## src/rtl/gzvd_pkg.sv

```systemverilog
// gzvd_pkg: shared types, widths and register codes for the zero-velocity detector
// used by every module of the block; depends on nothing

package gzvd_pkg;

   // window length in samples, legal range 2 to 16
   localparam int WIN_LEN = 3;

   localparam int SAMPLE_W = 24;
   localparam int GRAV_W   = 21;
   localparam int WEIGHT_W = 32;
   localparam int STAT_W   = 48;
   localparam int CSR_IDX_W  = 3;
   localparam int CSR_DATA_W = 48;

   localparam int IDX_W  = $clog2(WIN_LEN);
   localparam int FILL_W = $clog2(WIN_LEN + 1);

   // mean vector, its squared norm and the projection
   localparam int SUM_W  = SAMPLE_W + $clog2(WIN_LEN);
   localparam int SQ_W   = 2 * SUM_W;
   localparam int PROD_W = GRAV_W + SUM_W;
   localparam int PROJ_W = GRAV_W + 1;

   // deviation terms and the two energy sums
   localparam int OP_W  = SAMPLE_W + 1;
   localparam int SQM_W = 2 * SAMPLE_W;
   localparam int A_W   = 2 * SAMPLE_W + $clog2(3 * WIN_LEN);
   localparam int R_W   = 2 * SAMPLE_W - 2 + $clog2(3 * WIN_LEN);
   localparam int PA_W  = (A_W + 1) / 2;
   localparam int PR_W  = (R_W + 1) / 2;
   localparam int MB_W  = PA_W;

   // weighted total and the divide by the window length
   localparam int X_W       = WEIGHT_W + A_W + 9;
   localparam int T_W       = X_W - 40;
   localparam int DIV_STEPS = 4;
   localparam int TP_W      = ((T_W + DIV_STEPS - 1) / DIV_STEPS) * DIV_STEPS;
   localparam int DIV_CYC   = TP_W / DIV_STEPS;
   localparam int REM_W     = $clog2(WIN_LEN) + 1;

   localparam int STEP_MAX0 = (SUM_W > GRAV_W) ? SUM_W : GRAV_W;
   localparam int STEP_MAX  = (STEP_MAX0 > DIV_CYC) ? STEP_MAX0 : DIV_CYC;
   localparam int STEP_W    = $clog2(STEP_MAX + 1);

   localparam int QUEUE_DEPTH = 2;
   localparam int QPTR_W      = (QUEUE_DEPTH > 1) ? $clog2(QUEUE_DEPTH) : 1;
   localparam int QCNT_W      = $clog2(QUEUE_DEPTH + 1);

   // register reset values
   localparam logic [GRAV_W-1:0]   GRAVITY_RESET   = 21'd643430;
   localparam logic [WEIGHT_W-1:0] ACCEL_W_RESET   = 32'd6553600;
   localparam logic [WEIGHT_W-1:0] GYRO_W_RESET    = 32'd37549375;
   localparam logic [STAT_W-1:0]   THRESHOLD_RESET = 48'd1966080000;

   typedef enum logic [CSR_IDX_W-1:0] {
      CSR_GRAVITY      = 3'd0,
      CSR_ACCEL_WEIGHT = 3'd1,
      CSR_GYRO_WEIGHT  = 3'd2,
      CSR_THRESHOLD    = 3'd3
   } csr_index_type;

   typedef struct packed {
      logic signed [SAMPLE_W-1:0] accel_x;
      logic signed [SAMPLE_W-1:0] accel_y;
      logic signed [SAMPLE_W-1:0] accel_z;
      logic signed [SAMPLE_W-1:0] rate_x;
      logic signed [SAMPLE_W-1:0] rate_y;
      logic signed [SAMPLE_W-1:0] rate_z;
   } req_type;

   typedef struct packed {
      logic [STAT_W-1:0] test_statistic;
      logic              stationary;
   } rsp_type;

   typedef struct packed {
      req_type sample;
      logic    emit;
   } qentry_type;

   typedef struct packed {
      logic [GRAV_W-1:0]   gravity_magnitude;
      logic [WEIGHT_W-1:0] accel_weight;
      logic [WEIGHT_W-1:0] gyro_weight;
      logic [STAT_W-1:0]   stationary_threshold;
   } cfg_type;

   // pick one accel axis of a sample
   function automatic logic signed [SAMPLE_W-1:0] accel_axis(req_type s, logic [1:0] a);
      logic signed [SAMPLE_W-1:0] v;
      unique case (a)
         2'd0:    v = s.accel_x;
         2'd1:    v = s.accel_y;
         default: v = s.accel_z;
      endcase
      return v;
   endfunction

   // pick one rate axis of a sample
   function automatic logic signed [SAMPLE_W-1:0] rate_axis(req_type s, logic [1:0] a);
      logic signed [SAMPLE_W-1:0] v;
      unique case (a)
         2'd0:    v = s.rate_x;
         2'd1:    v = s.rate_y;
         default: v = s.rate_z;
      endcase
      return v;
   endfunction

endpackage

```

## src/rtl/gzvd_front.sv

```systemverilog
// gzvd_front: takes samples, tracks window fill and tags the ones that complete a window
// depends on gzvd_pkg; feeds gzvd_queue

module gzvd_front (
   input  logic                  clock,
   input  logic                  reset,
   input  logic                  req_valid,
   output logic                  req_stall,
   input  gzvd_pkg::req_type     req_data,
   input  logic                  q_full,
   output logic                  q_push,
   output gzvd_pkg::qentry_type  q_entry
);

   logic [gzvd_pkg::FILL_W-1:0] fill_ff, fill_in;

   assign req_stall      = q_full;
   assign q_push         = req_valid && !q_full;
   assign q_entry.sample = req_data;
   // window complete once this sample lands
   assign q_entry.emit   = (fill_ff >= gzvd_pkg::FILL_W'(gzvd_pkg::WIN_LEN - 1));

   always_comb begin
      fill_in = fill_ff;
      if (q_push && (fill_ff != gzvd_pkg::FILL_W'(gzvd_pkg::WIN_LEN))) begin
         fill_in = fill_ff + 1'b1;
      end
   end

   always_ff @(posedge clock) begin
      if (reset) begin
         fill_ff <= '0;
      end else begin
         fill_ff <= fill_in;
      end
   end

   a_fill_bound: assert property (@(posedge clock) disable iff (reset)
      fill_ff <= gzvd_pkg::FILL_W'(gzvd_pkg::WIN_LEN))
      else $error("fill count beyond window");

endmodule

```

## config.mk

```make
export PLATFORM = sky130hd
export DESIGN_NAME = gzvd_front
export DESIGN_NICKNAME = d
export VERILOG_FILES = /design/src/rtl/gzvd_pkg.sv /design/src/rtl/gzvd_front.sv
export SDC_FILE = /design/constraint.sdc
export NUM_CORES = 1
export LEC_CHECK = 0
export ABC_AREA = 1
export BUFFER_PORTS_ARGS = -buffer_cell sky130_fd_sc_hd__buf_2
export CAP_MARGIN = 30
export CORE_AREA = 2 2 113 115
export DETAILED_ROUTE_END_ITERATION = 8
export DIE_AREA = 0 0 115 117
export GPL_TIMING_DRIVEN = 0
export PLACE_DENSITY = 0.42
export REMOVE_ABC_BUFFERS = 1
export SETUP_SLACK_MARGIN = 0.3
export SLEW_MARGIN = 25
export SYNTH_ARGS = -nofsm -noshare
export SYNTH_HDL_FRONTEND = slang
export SYNTH_SLANG_ARGS = --single-unit
```

## constraint.sdc

```tcl
create_clock -name clock -period 1.6 [get_ports clock]
set_input_delay 0.32 -clock clock [delete_from_list [all_inputs] [get_ports clock]]
set_output_delay 0.32 -clock clock [all_outputs]
set_load 0.01 [all_outputs]
```

==> results.yml <==
sta:
  max_slew.worst_pin.slew_ns: 0.147
  rsz0062_at_grt: "yes"
  finalMaxSlewViolations: 0
  finalSetupViolCount: 0
  timing.final.crit_share_pct: 88.4
  slew_headroom_pct: 90.2
  fin_setup_tns_ns: 0
  hold_viol: 0
  max_freq_ghz: 0.707
  clock_skew_ns: 0.000420
  finalCriticalPeriod_ns: 1.41
clock_network:
  clk_latency_ns: 0.22
  cts_tree: "built"
  cts_buffer_depth: 2
  root_buffer: "clkbuf_16"
  cts_buffers: 3
  htreeDepth: 1
  cts_hold_buf: 0
  cts_sinks: 2
  clkTransAtPathRegs_ns: 0.03
detailed_routing:
  vias: 655
  vias_per_cell: 3.58
  drc: 0
  dr.pass1.iters: 4
  drtAntennaViolNets: 0
  routed_wirelength_um: 23100
  first_iter_violations: 97
  wl_per_cell_um: 126
final_layout:
  final_common_cell: "inv_1"
  largest_reg_flops: 2
  reg_top3: "fill_ff: 2 flops"
  largest_register: "fill_ff"
  final_cell_mix: "7 x inv_1, 5 x buf_2, 4 x nand2_1"
  layout-drive-gt1-share_pct: 45.5
  nets: 185
  insertedDiodeCount: 0
  area_delta_synth_final_pct: -62.6
  fin_cells: 183
  finish.utilization_pct: 3.76
floorplanning:
  dieArea_mm2: 0.0135
  fp.coreArea_mm2: 0.0123
  die_x_um: 115
  rows: 41
  die-height_um: 117
  io_pins: 295
  initial_core_util_pct: 10.1
setup_path:
  cp.arrival_ns: 1.09
  cp_data_required_time_ns: 1.28
  endpoint_kind: "primary output"
  cp_max_fo: 2
  crit_slowest_cell: "dfxtp_2"
  slowest_delay_ns: 0.33
  crit_path_start_kind: "register"
  path_class: "reg2out"
  worst_r2r_path_depth: 7
  worstPathCellList: "inv_2 -> ha_2 -> or2_4 -> buf_6"
power:
  peakVddDrop_mv: 0.613
  leakage_nw: 0.163
  power_density_mw_per_mm2: 1040
yosys:
  synth_top_area_cell: "buf_4"
  ys_seq_area_share_pct: 3.23
  avgSynthCellArea_um2: 7.37
  ys_ff_latch: 2
  yosys_warnings: 0
  synthCells: 168
  synth.distinct_cells: 9
  synth_top_area_share_pct: 87.9
  synth_area_leaders: "buf_4 88%, dfxtp_1 3.2%, inv_1 2.4%"
  syn_area_mm2: 0.00124
global_routing:
  grt_max_degree: 5
  antenna_found_initial: 0
  grt-ovfl-total: 0
  grt_pass1_wl_um: 23900
  grt_util_all_layers_pct: 33.0
  grt_pass1_vias: 513
place:
  io_buffer_count: 6
  gp_congestion: 1.29
  placed_cells_incl_taps: 179
  hpwl_um: 22600
job:
  maxCapViolations: 0
outcome:
  run_status: "finished clean"
min_path:
  hold_class: "in2reg"
  holdPathStages: 4
critical path: cells and delay by family, from the launching register on:
family	cells	cell delay (ns)
flops	1	0.33
simple gates	1	0.22
buf+inv	2	0.17
fa+ha+maj	1	0.16
what timing repair did:
item / 4_1_cts / 5_1_grt
buffers inserted: 1 / 0
setup endpoints to repair: 1 / 1
gates cloned: 0 / 0
resized for setup: 6 / 0
power breakdown:
group	switching, W	internal, W	total (W)	leakage (nW)
clock	0.0000538	0.000318	0.000371	0.0370
combinational	0.0000263	0.0000245	0.0000508	0.109
sequential	0.00000355	0.0000546	0.0000581	0.0168
per-stage QoR:
stage	setup WS [ns]	total power [W]	cell area [um2]	hold slack, ns
after floorplan	0.435	0.0000788	150	0.476
after global placement	0.269	0.0000986	368	0.546
after detailed placement	0.278	0.0000988	368	0.547
after CTS	0.191	0.000489	463	0.350
after global routing	0.159	0.000503	463	0.367
final	0.186	0.000480	463	0.347
cell usage after synthesis:
master and n:
buf_4 145, nand2_1 4, nand3_2 1, nor2_1 3, or2_2 1, inv_1 8, dfxtp_1 2, nand4_1 2
ha_1 2
worst paths after layout:
path                                 start          to  slack [ns]
worst max-delay path            fill_ff[0]  q_entry[0]        0.19
worst min register to register  fill_ff[0]  fill_ff[0]        0.54
worst max register to register  fill_ff[0]  fill_ff[0]        0.53
worst min-delay path                 reset  fill_ff[0]        0.35
per-layer routing:
layer  wire [um]  vias up  global-route usage, %
met5          78        -                   7.78
met4        2400        4                   28.0
met3        7360       58                   50.9
met2       11700      304                   59.3
met1        1510      202                   5.56
li1            -       87                      -
final cells by class:
cell class	instances	area [um2]
timing repair buffer	7	43.8
tap	150	188
inverter	8	30.0
clock buffer	3	75.1
multi-input combinational	13	85.1
sequential	2	41.3
fill	1474	11800
cell families (layout without fill, tap and decap cells):
family / after synthesis / in the layout / share of synthesized area (%)
fa+ha+maj: 2 / 2 / 2.02
buf+inv: 153 / 18 / 90.3
flops: 2 / 2 / 3.23
simple gates: 11 / 11 / 4.44
(Power assumes the default switching activity.)
