===== config.mk =====
export PLATFORM = sky130hd
export DESIGN_NAME = gzvd_queue
export DESIGN_NICKNAME = d
export VERILOG_FILES = /design/src/rtl/gzvd_pkg.sv /design/src/rtl/gzvd_queue.sv
export SDC_FILE = /design/constraint.sdc
export NUM_CORES = 1
export LEC_CHECK = 0
export ABC_AREA = 1
export BUFFER_PORTS_ARGS = -buffer_cell sky130_fd_sc_hd__buf_2
export CORE_MARGIN = 10
export CORE_UTILIZATION = 29
export DETAILED_ROUTE_END_ITERATION = 12
export PLACE_DENSITY_LB_ADDON = 0.2
export SLEW_MARGIN = 10
export SYNTH_ARGS = -nofsm -noshare
export SYNTH_HDL_FRONTEND = slang
export SYNTH_SLANG_ARGS = --single-unit
export TNS_END_PERCENT = 10

===== constraint.sdc =====
create_clock -name clock -period 14.9 [get_ports clock]
set_clock_uncertainty 0.1 [all_clocks]
set_input_delay 1.49 -clock clock [delete_from_list [all_inputs] [get_ports clock]]
set_output_delay 1.49 -clock clock [all_outputs]
set_load 0.01 [all_outputs]

===== src/rtl/gzvd_pkg.sv =====
// gzvd_pkg: shared types, widths and register codes for the zero-velocity detector
// used by every module of the block; depends on nothing

package gzvd_pkg;

   // window length in samples, legal range 2 to 16
   localparam int WIN_LEN = 3;

   localparam int SAMPLE_W = 24;
   localparam int GRAV_W   = 21;
   localparam int WEIGHT_W = 32;
   localparam int STAT_W   = 48;
   localparam int CSR_IDX_W  = 3;
   localparam int CSR_DATA_W = 48;

   localparam int IDX_W  = $clog2(WIN_LEN);
   localparam int FILL_W = $clog2(WIN_LEN + 1);

   // mean vector, its squared norm and the projection
   localparam int SUM_W  = SAMPLE_W + $clog2(WIN_LEN);
   localparam int SQ_W   = 2 * SUM_W;
   localparam int PROD_W = GRAV_W + SUM_W;
   localparam int PROJ_W = GRAV_W + 1;

   // deviation terms and the two energy sums
   localparam int OP_W  = SAMPLE_W + 1;
   localparam int SQM_W = 2 * SAMPLE_W;
   localparam int A_W   = 2 * SAMPLE_W + $clog2(3 * WIN_LEN);
   localparam int R_W   = 2 * SAMPLE_W - 2 + $clog2(3 * WIN_LEN);
   localparam int PA_W  = (A_W + 1) / 2;
   localparam int PR_W  = (R_W + 1) / 2;
   localparam int MB_W  = PA_W;

   // weighted total and the divide by the window length
   localparam int X_W       = WEIGHT_W + A_W + 9;
   localparam int T_W       = X_W - 40;
   localparam int DIV_STEPS = 4;
   localparam int TP_W      = ((T_W + DIV_STEPS - 1) / DIV_STEPS) * DIV_STEPS;
   localparam int DIV_CYC   = TP_W / DIV_STEPS;
   localparam int REM_W     = $clog2(WIN_LEN) + 1;

   localparam int STEP_MAX0 = (SUM_W > GRAV_W) ? SUM_W : GRAV_W;
   localparam int STEP_MAX  = (STEP_MAX0 > DIV_CYC) ? STEP_MAX0 : DIV_CYC;
   localparam int STEP_W    = $clog2(STEP_MAX + 1);

   localparam int QUEUE_DEPTH = 2;
   localparam int QPTR_W      = (QUEUE_DEPTH > 1) ? $clog2(QUEUE_DEPTH) : 1;
   localparam int QCNT_W      = $clog2(QUEUE_DEPTH + 1);

   // register reset values
   localparam logic [GRAV_W-1:0]   GRAVITY_RESET   = 21'd643430;
   localparam logic [WEIGHT_W-1:0] ACCEL_W_RESET   = 32'd6553600;
   localparam logic [WEIGHT_W-1:0] GYRO_W_RESET    = 32'd37549375;
   localparam logic [STAT_W-1:0]   THRESHOLD_RESET = 48'd1966080000;

   typedef enum logic [CSR_IDX_W-1:0] {
      CSR_GRAVITY      = 3'd0,
      CSR_ACCEL_WEIGHT = 3'd1,
      CSR_GYRO_WEIGHT  = 3'd2,
      CSR_THRESHOLD    = 3'd3
   } csr_index_type;

   typedef struct packed {
      logic signed [SAMPLE_W-1:0] accel_x;
      logic signed [SAMPLE_W-1:0] accel_y;
      logic signed [SAMPLE_W-1:0] accel_z;
      logic signed [SAMPLE_W-1:0] rate_x;
      logic signed [SAMPLE_W-1:0] rate_y;
      logic signed [SAMPLE_W-1:0] rate_z;
   } req_type;

   typedef struct packed {
      logic [STAT_W-1:0] test_statistic;
      logic              stationary;
   } rsp_type;

   typedef struct packed {
      req_type sample;
      logic    emit;
   } qentry_type;

   typedef struct packed {
      logic [GRAV_W-1:0]   gravity_magnitude;
      logic [WEIGHT_W-1:0] accel_weight;
      logic [WEIGHT_W-1:0] gyro_weight;
      logic [STAT_W-1:0]   stationary_threshold;
   } cfg_type;

   // pick one accel axis of a sample
   function automatic logic signed [SAMPLE_W-1:0] accel_axis(req_type s, logic [1:0] a);
      logic signed [SAMPLE_W-1:0] v;
      unique case (a)
         2'd0:    v = s.accel_x;
         2'd1:    v = s.accel_y;
         default: v = s.accel_z;
      endcase
      return v;
   endfunction

   // pick one rate axis of a sample
   function automatic logic signed [SAMPLE_W-1:0] rate_axis(req_type s, logic [1:0] a);
      logic signed [SAMPLE_W-1:0] v;
      unique case (a)
         2'd0:    v = s.rate_x;
         2'd1:    v = s.rate_y;
         default: v = s.rate_z;
      endcase
      return v;
   endfunction

endpackage


===== src/rtl/gzvd_queue.sv =====
// gzvd_queue: short flop queue between the sample front end and the compute engine
// depends on gzvd_pkg for the entry type and depth

module gzvd_queue (
   input  logic                  clock,
   input  logic                  reset,
   input  logic                  push,
   input  gzvd_pkg::qentry_type  push_entry,
   output logic                  full,
   input  logic                  pop,
   output gzvd_pkg::qentry_type  pop_entry,
   output logic                  empty
);

   gzvd_pkg::qentry_type                 mem_ff [gzvd_pkg::QUEUE_DEPTH];
   logic [gzvd_pkg::QPTR_W-1:0]          wptr_ff, wptr_in;
   logic [gzvd_pkg::QPTR_W-1:0]          rptr_ff, rptr_in;
   logic [gzvd_pkg::QCNT_W-1:0]          cnt_ff, cnt_in;
   logic                                 do_push, do_pop;

   assign full      = (cnt_ff == gzvd_pkg::QCNT_W'(gzvd_pkg::QUEUE_DEPTH));
   assign empty     = (cnt_ff == '0);
   assign do_push   = push && !full;
   assign do_pop    = pop && !empty;
   assign pop_entry = mem_ff[rptr_ff];

   always_comb begin
      wptr_in = wptr_ff;
      rptr_in = rptr_ff;
      cnt_in  = cnt_ff;
      if (do_push) begin
         wptr_in = (wptr_ff == gzvd_pkg::QPTR_W'(gzvd_pkg::QUEUE_DEPTH - 1)) ? '0
                                                                            : wptr_ff + 1'b1;
      end
      if (do_pop) begin
         rptr_in = (rptr_ff == gzvd_pkg::QPTR_W'(gzvd_pkg::QUEUE_DEPTH - 1)) ? '0
                                                                            : rptr_ff + 1'b1;
      end
      if (do_push && !do_pop) begin
         cnt_in = cnt_ff + 1'b1;
      end else if (do_pop && !do_push) begin
         cnt_in = cnt_ff - 1'b1;
      end
   end

   always_ff @(posedge clock) begin
      if (do_push) begin
         mem_ff[wptr_ff] <= push_entry;
      end
      if (reset) begin
         wptr_ff <= '0;
         rptr_ff <= '0;
         cnt_ff  <= '0;
      end else begin
         wptr_ff <= wptr_in;
         rptr_ff <= rptr_in;
         cnt_ff  <= cnt_in;
      end
   end

   a_cnt_bound: assert property (@(posedge clock) disable iff (reset)
      cnt_ff <= gzvd_pkg::QCNT_W'(gzvd_pkg::QUEUE_DEPTH))
      else $error("queue count beyond depth");

   a_cnt_grow: assert property (@(posedge clock) disable iff (reset)
      (do_push && !do_pop) |=> (cnt_ff == $past(cnt_ff) + 1'b1))
      else $error("queue count did not grow on push");

endmodule


==> impl_metrics.csv, run 1 <==
group,metric,value,unit
run_status,status,"finished, final reports clean",
timing,hold_violations,0,
detailed_routing,wirelength,25200,um
timing,period_share,0.285,
logic_synthesis,synth_area_leaders,"edfxtp_1 (80%), mux2_2 (9.8%), mux2_4 (6.9%), dfxtp_1 (0.92%), buf_6 (0.72%)",
cts,ctsResizeCount,0,
cts,clkSinkCount,295,
setup_path,startpoint_type,"register",
final_layout,postLayoutCellArea,0.0140,mm^2
detailed_routing,wire_per_inst,18.8,um
timing,tightest_slew,1.03,ns
setup_path,path_max_fanout,62,
timing,rsz0062_at_grt,"false",
placement,dp.cells,1277,
logic_synthesis,synth_seq_cells,295,
grt,grt_max_degree,71,
job,max_cap_viol_count,0,
setup_path,max_stage_delay,0.76,ns
logic_synthesis,seq_area_frac_synth,0.808,
logic_synthesis,ys_types,15,
setup_path,reg2reg_from,"cnt_ff[0]",
final_layout,nNetsFinal,959,
placement,place_congestion,0.702,
setup_path,r2r-end,"mem_ff[0][13]",
logic_synthesis,yosys.area.top_type_share,0.799,
setup_path,slowest_stage,"buf_4",
cts,clock_tree.root_cell,"clkbuf_16",
floorplanning,dieArea,0.0457,mm^2
timing,finalSetupViolCount,0,
detailed_routing,final_antenna_net_count,0,
setup_path,cp-end-kind,"primary output",
cts,post-cts-setup-buffers,0,
floorplanning,io_pins,296,
placement,dpl_cell_area,0.0129,mm^2
worst_hold_path,hold_depth,2,
floorplanning,start_util,0.295,
setup_path,timing_worst_setup_path_type,"register to primary output",
timing,slew_headroom,0.314,
grt,grt_usage,0.105,
setup_path,cp_data_required_time,13.31,ns
grt,grt_first_pass_wirelength,36300,um
worst_hold_path,min_from,"wptr_ff",
floorplanning,die_w,214,um
floorplanning,core_area,0.0369,mm^2
placement,io_buffers,295,
logic_synthesis,syn_nets,638,
detailed_routing,vias,5606,
worst_hold_path,hold_class,"register to register",
floorplanning,placementRows,70,
placement,place_ws,11.06,ns
timing,fmax,236,MHz
power_and_ir_drop,p_per_area,172,mW/mm^2
timing,slew_violations,0,
logic_synthesis,yosysTopAreaCell,"edfxtp_1",
logic_synthesis,synthCells,488,
cts,tritoncts,"yes",
logic_synthesis,yosys_warnings,0,
detailed_routing,drt_iter0_drc,248,
cts,htreeDepth,2,
final_layout,final_common_cell,"buf_2",
timing,fin_ws,10.65,ns
setup_path,rrSetupSlack,12.22,ns
placement,hpwl,17100,um
detailed_routing,drc,0,
detailed_routing,vias_per_cell,4.18,
cts,clk_pin_slew_worst_paths,0.06,ns
cts,cts-hold-fix-buffers,0,
setup_path,reg2reg_depth,3,
power_and_ir_drop,ir_drop,0.0000875,V
timing,whs,0.446,ns
detailed_routing,first_pass_iters,4,
worst_hold_path,hold-path-endpoint,"wptr_ff",
floorplanning,fp.dieH,214,um
grt,grt_pass1_vias,5871,
timing,setup_tns,0,ns
logic_synthesis,synth_area,0.0109,mm^2
cts,cts_made_buffers,34,
logic_synthesis,synth_area_per_cell,22.3,um^2
cts,insertion_delay,0.50,ns
grt,grt_remaining_overflow,0,
final_layout,syn2layout_area_growth,28.8,%
setup_path,path_cells,"buf_4 > mux2_2 > buf_2",
timing,min_period,4.25,ns
final_layout,final_cells,1340,
power_and_ir_drop,p_leak,5.26,nW
final_layout,final_cell_mix,"buf_2 (295), edfxtp_1 (290), mux2_2 (95), mux2_4 (50), clkbuf_16 (37)",
final_layout,layout-drive-gt1-share,0.588,
setup_path,arrival,2.66,ns
grt,antenna_found_initial,4,
cts,cts_buffer_depth,3,
synth_stat cells:
library cell  instances
a21oi_1               1
and2_1                1
mux2_4               50
nand4_1               1
mux2_2               95
buf_2                 9
inv_1                 9
dfxtp_1               5
buf_6                 7
nand2_1               4
nor2_1                9
nand3_1               1
o21ai_0               5
edfxtp_1            290
ha_1                  1
critical path, delay by kind of cell, from the launching register on:
family / cells / cell delay [ns]
buffers and inverters: 2 / 0.90
DFF: 1 / 0.69
muxes: 1 / 0.42
sequential cells by signal, summed over array words and instances (netlist names), named ones only:
name     cells
mem_ff     290
cnt_ff       2
rptr_ff      1
wptr_ff      1
kinds of logic after synthesis:
logic type                 after synthesis  share of synthesized area
DFF                                    295                      0.808
muxes                                  145                      0.167
buffers and inverters                   25                     0.0145
and+or+nand+nor                         16                    0.00609
AOI/OAI and AO/OA                        6                    0.00276
adders and majority gates                1                    0.00115
power by group:
part	total, W	internal [W]	leakage (nW)	switching [W]
combinational	0.000522	0.000238	1.99	0.000285
sequential	0.00109	0.00105	2.75	0.0000358
clock	0.000803	0.000494	0.524	0.000309
worst max path at each step:
| stage | end | depth (start not counted) | from | slack (ns) |
|---|---|---|---|---|
| 2_1_floorplan | mem_ff[0][0] | 2 | push | 6.48 |
| 3_3_place_gp | mem_ff[0][16] | 4 | push | 11.07 |
| 3_5_place_dp | mem_ff[0][75] | 4 | push | 11.06 |
| 4_1_cts | pop_entry[32] | 3 | register | 10.54 |
| 5_1_grt | pop_entry[139] | 3 | register | 10.46 |
| 6_report | pop_entry[17] | 3 | register | 10.65 |
final cells by class:
type	instances	area, um^2
Antenna cell	1	2.50
Clock buffer	54	1000
Clock inverter	8	85.1
Fill cell	3461	22800
Inverter	9	33.8
Multi-Input combinational cell	168	1940
Sequential cell	295	8810
Tap cell	504	631
Timing Repair Buffer	301	1520
per-stage QoR:
step,total power [W],util
2_1_floorplan,0.00145,-
3_3_place_gp,0.00164,0.351
3_5_place_dp,0.00164,0.351
4_1_cts,0.00246,0.380
5_1_grt,0.00254,0.380
6_report,0.00241,0.380
per-layer routing:
layer  vias to the layer above  GRT usage  wire, um
met3                        46     0.0460      2470
met5                         -          0        37
met2                       204      0.161     11500
met4                         6     0.0376       549
li1                       2570          -         -
met1                      2780      0.130     10600
Note: power is estimated with default switching activity, not from simulation.
==> run 2: changes to the inputs <==
clock period = 4.4 ns   (was 14.9 ns; I/O delays follow)
==> run 2 against run 1 <==
  * Core utilization increased by 4.0 points
  * Register-to-register slack lost 10 ns
  * Global-route usage rose by 0.74 points
  * Critical path depth is the same
==> impl_metrics.csv, run 2 (synthesis gave the netlist of run 1 again) <==
group,metric,value,unit
run_status,status,"finished, final reports clean",
timing,setup_tns,0,ns
setup_path,startpoint_type,"register",
final_layout,reg_top3,"mem_ff: 290 flops, cnt_ff: 2 flops",
timing,tightest_slew,0.999,ns
cts,clk_pin_slew_worst_paths,0.06,ns
floorplanning,dieArea,0.0457,mm^2
worst_hold_path,hold_class,"input pin to register",
power_and_ir_drop,ir_drop,0.000316,V
floorplanning,start_util,0.295,
grt,grt_usage,0.113,
final_layout,largest_reg_flops,290,
setup_path,slowest_stage,"dfxtp_4",
grt,grt_max_degree,80,
cts,insertion_delay,0.53,ns
timing,whs,0.118,ns
detailed_routing,wirelength,26500,um
final_layout,syn2layout_area_growth,42.2,%
timing,slew_violations,0,
cts,cts_buffer_depth,3,
cts,cts_made_buffers,35,
worst_hold_path,hold-path-endpoint,"cnt_ff[1]",
setup_path,r2r-end,"mem_ff[0][62]",
setup_path,path_cells,"buf_12 > mux2_2 > buf_2",
final_layout,nNetsFinal,1105,
placement,io_buffers,295,
grt,grt_first_pass_wirelength,39100,um
timing,min_period,2.99,ns
setup_path,max_stage_delay,0.88,ns
worst_hold_path,min_from,"reset",
cts,cts-hold-fix-buffers,145,
setup_path,rrSetupSlack,2.10,ns
detailed_routing,vias,6078,
setup_path,cp_data_required_time,3.86,ns
timing,fin_ws,1.41,ns
timing,period_share,0.680,
placement,hpwl,16800,um
setup_path,cp-end-kind,"primary output",
detailed_routing,drt_iter0_drc,279,
setup_path,reg2reg_depth,3,
timing,hold_violations,0,
final_layout,fill_cells,3355,
timing,fmax,334,MHz
floorplanning,die_w,214,um
setup_path,arrival,2.45,ns
final_layout,final_common_cell,"buf_2",
final_layout,layout-drive-gt1-share,0.503,
floorplanning,core_area,0.0369,mm^2
timing,rsz0062_at_grt,"false",
cts,htreeDepth,2,
job,max_cap_viol_count,0,
cts,post-cts-setup-buffers,0,
detailed_routing,wire_per_inst,17.9,um
floorplanning,io_pins,296,
grt,grt_remaining_overflow,0,
setup_path,reg2reg_from,"cnt_ff[0]",
grt,antenna_found_initial,1,
detailed_routing,drc,0,
setup_path,timing_worst_setup_path_type,"register to primary output",
cts,clkSinkCount,295,
placement,place_congestion,0.694,
detailed_routing,final_antenna_net_count,0,
detailed_routing,first_pass_iters,4,
power_and_ir_drop,p_leak,5.86,nW
cts,ctsResizeCount,0,
worst_hold_path,hold_depth,4,
timing,slew_headroom,0.334,
placement,place_ws,1.89,ns
setup_path,path_max_fanout,62,
final_layout,final_cell_mix,"buf_2 (295), edfxtp_1 (290), dlygate4sd3_1 (145), mux2_2 (95), mux2_4 (50)",
floorplanning,fp.dieH,214,um
power_and_ir_drop,p_per_area,532,mW/mm^2
floorplanning,placementRows,70,
grt,grt_pass1_vias,6614,
cts,clock_tree.root_cell,"clkbuf_16",
timing,finalSetupViolCount,0,
final_layout,top_register,"mem_ff",
cts,tritoncts,"yes",
detailed_routing,vias_per_cell,4.10,
final_layout,utilization,0.420,
## run 2: cell types whose count changed in the layout (fill, tap and decap cells not counted), sizes merged
cell | previous run | this run
dlygate4sd3 | 0 | 145
clkinv | 6 | 10
clkinvlp | 0 | 1
inv | 9 | 10
bufinv | 2 | 1
clkbuf | 54 | 47
## run 2: layout make-up
cell class                      count  area, um^2  area share
Inverter                            9        33.8     0.00218
Clock inverter                     13        98.8     0.00638
Multi-Input combinational cell    168        1940       0.125
Timing Repair Buffer              446        3020       0.195
Sequential cell                   295        8810       0.569
Antenna cell                        1        2.50    0.000161
Clock buffer                       47         952      0.0614
Tap cell                          504         631      0.0407
## run 2: how the worst max path moves through the flow
stage,start,end,slack [ns],cells after the start
after floorplan,push,mem_ff[0][0],-0.56,2
after global routing,register,pop_entry[60],1.26,3
after CTS,register,pop_entry[60],1.30,3
after global placement,register,pop_entry[60],1.90,3
after detailed placement,register,pop_entry[60],1.89,3
final,register,pop_entry[60],1.41,3
## run 2: worst max-delay path, delay by kind of cell (launching register included)
kind	cells	cell delay, ns
flops	1	0.88
mux	1	0.41
buf+inv	2	0.54
## run 2: routing by layer
metal	track usage	routed length, um	part of all wire
met1	0.132	10800	0.41
met2	0.180	12600	0.47
met3	0.0475	2640	0.10
met4	0.0440	540	0.020
met5	0	0	0
## run 2: where the power goes
part,switching (W),internal [W],total (W)
Combinational,0.000984,0.000907,0.00189
Clock,0.00108,0.00157,0.00265
Sequential,0.000139,0.00356,0.00370
## run 2: through the flow
stage                     power, W  cells  instance area [um^2]
after floorplan            0.00487    488                 10900
final                      0.00824   1483                 15500
after CTS                  0.00842   1482                 15500
after global routing       0.00867   1483                 15500
after detailed placement   0.00559   1277                 13000
after global placement     0.00559   1277                 13000
==> run 3: changes to the inputs <==
clock period = 2.41 ns   (was 4.4 ns; I/O delays follow)
==> run 3 against run 2 <==
  * Hold slack worse by 0.037 ns
  * Sequential share of layout area is 0.55 points lower
  * Clock-buffer cell count is 1 lower
  * Clock power is 88% higher
  * Cell area is 1.0% higher
  * Cell count is 0.61% higher
  * Core utilization is 0.42 points higher
  * Highest routed layer unchanged
==> impl_metrics.csv, run 3 (synthesis gave the netlist of run 1 again) <==
group,metric,value,unit
detailed_routing,vias_per_cell,4.11,
timing,fin_ws,0.161,ns
cts,insertion_delay,0.52,ns
cts,tritoncts,"yes",
detailed_routing,drt_iter0_drc,270,
detailed_routing,wire_per_inst,17.4,um
setup_path,r2r-end,"mem_ff[0][87]",
floorplanning,start_util,0.295,
final_layout,postLayoutCellArea,0.0157,mm^2
power_and_ir_drop,power_frac_comb,0.234,
setup_path,cp-end-kind,"primary output",
worst_hold_path,hold_depth,4,
timing,slew_headroom,0.624,
detailed_routing,wirelength,25900,um
placement,hpwl,17300,um
setup_path,timing_worst_setup_path_type,"register to primary output",
grt,grt_usage,0.110,
final_layout,regArea,0.00881,mm^2
grt,antenna_found_initial,1,
cts,clk_pin_slew_worst_paths,0.05,ns
timing,rsz0062_at_grt,"false",
grt,grt_first_pass_wirelength,38800,um
floorplanning,die_w,214,um
setup_path,path_cells,"buf_4 > mux2_2 > buf_2",
timing,hold_violations,0,
setup_path,startpoint_type,"register",
final_layout,final_common_cell,"buf_2",
power_and_ir_drop,p_per_area,974,mW/mm^2
power_and_ir_drop,p_int,0.0112,W
cts,clock_tree.root_cell,"clkbuf_16",
final_layout,top_register,"mem_ff",
floorplanning,placementRows,70,
setup_path,reg2reg_from,"cnt_ff[1]",
power_and_ir_drop,p_sw,0.00401,W
detailed_routing,final_antenna_net_count,0,
placement,dpl_cell_area,0.0131,mm^2
grt,grt_pass1_vias,6649,
grt,grt_remaining_overflow,0,
detailed_routing,vias,6134,
job,max_cap_viol_count,0,
cts,htreeDepth,2,
timing,min_period,2.25,ns
placement,io_buffers,295,
floorplanning,io_pins,296,
setup_path,slowest_stage,"dfxtp_4",
worst_hold_path,min_from,"pop",
setup_path,rrSetupSlack,0.77,ns
setup_path,cp_data_required_time,2.07,ns
setup_path,arrival,1.91,ns
floorplanning,core_area,0.0369,mm^2
floorplanning,dieArea,0.0457,mm^2
detailed_routing,first_pass_iters,4,
placement,place_congestion,0.691,
final_layout,syn2layout_area_growth,43.7,%
timing,slew_violations,0,
power_and_ir_drop,seqPwrFrac,0.440,
detailed_routing,drc,0,
power_and_ir_drop,ir_drop,0.000526,V
final_layout,final_cell_mix,"buf_2 (295), edfxtp_1 (290), dlygate4sd3_1 (147), mux2_2 (95), mux2_4 (50)",
cts,cts_made_buffers,35,
final_layout,fill_cells,3358,
setup_path,reg2reg_depth,4,
final_layout,largest_reg_flops,290,
power_and_ir_drop,switching_share,0.263,
timing,finalSetupViolCount,0,
run_status,status,"finished, final reports clean",
grt,grt_max_degree,81,
cts,post-cts-setup-buffers,0,
power_and_ir_drop,p_leak,5.94,nW
power_and_ir_drop,p_clk_frac,0.326,
final_layout,reg_top3,"mem_ff: 290 flops, cnt_ff: 2 flops",
placement,place_ws,0.646,ns
worst_hold_path,hold-path-endpoint,"rptr_ff",
timing,period_share,0.933,
setup_path,max_stage_delay,0.58,ns
final_layout,multi_input_area,0.00196,mm^2
worst_hold_path,hold_class,"input pin to register",
final_layout,nNetsFinal,1112,
setup_path,path_max_fanout,19,
final_layout,layout-drive-gt1-share,0.511,
cts,clkSinkCount,295,
floorplanning,fp.dieH,214,um
timing,fmax,445,MHz
cts,cts_buffer_depth,3,
timing,tightest_slew,0.564,ns
## run 3: changes by cell type in the layout (fill, tap and decap cells not counted), moves of 2 or more
cell and change:
buf_12 +4, clkinv_2 +4, dfxtp_1 -2, dfxtp_2 +2
dlygate4sd3_1 +2
## run 3: final cells by class
class,instances,share of cell area
antenna,1,0.000160
clock buffer,46,0.0613
inverter,9,0.00216
multi-input combinational,168,0.125
sequential,295,0.563
timing repair buffer,453,0.200
clock inverter,16,0.00799
tap,504,0.0403
## run 3: power groups by stage
stage,Combinational (W),Sequential (W),Clock (W)
2_1_floorplan,0.00211,0.00676,0
3_3_place_gp,0.00346,0.00681,0
3_5_place_dp,0.00347,0.00682,0
4_1_cts,0.00368,0.00672,0.00519
5_1_grt,0.00386,0.00677,0.00539
6_report,0.00357,0.00671,0.00497
## run 3: what timing repair did
action / 4_1_cts / 5_1_grt
endpoints found under the hold margin: 295 / 0
resized for setup: 0 / 0
endpoints found under the setup margin: 0 / 0
hold buffers: 147 / 0
## run 3: through the flow
step	utilization	setup TNS (ns)	total power, W	cells	hold WS, ns
2_1_floorplan	-	-212.43	0.00887	488	0.240
3_3_place_gp	0.355	0	0.0103	1282	0.329
3_5_place_dp	0.355	0	0.0103	1282	0.332
4_1_cts	0.424	0	0.0156	1491	0.0394
5_1_grt	0.424	0	0.0160	1492	0.106
6_report	0.424	0	0.0152	1492	0.0805
## run 3: critical path, delay by kind of cell (launching register included)
| kind | cells | cell delay (ns) |
|---|---|---|
| muxes | 1 | 0.36 |
| buffers and inverters | 2 | 0.44 |
| DFF | 1 | 0.58 |
## run 3: how the worst max path moves through the flow
stage                                end  slack (ns)  depth (start not counted)
after floorplan             mem_ff[0][0]       -0.74                          3
after global placement     pop_entry[36]        0.66                          3
after detailed placement    pop_entry[0]        0.65                          3
after CTS                   pop_entry[0]        0.05                          3
after global routing      pop_entry[130]        0.04                          3
final                     pop_entry[130]        0.16                          3
## run 3: metal layers
metal | up-vias | track usage | wire length [um]
met2 | 211 | 0.173 | 12300
li1 | 2877 | - | -
met3 | 39 | 0.0364 | 2140
met4 | 0 | 0.0460 | 568
met1 | 3007 | 0.138 | 10900
met5 | - | 0 | 0
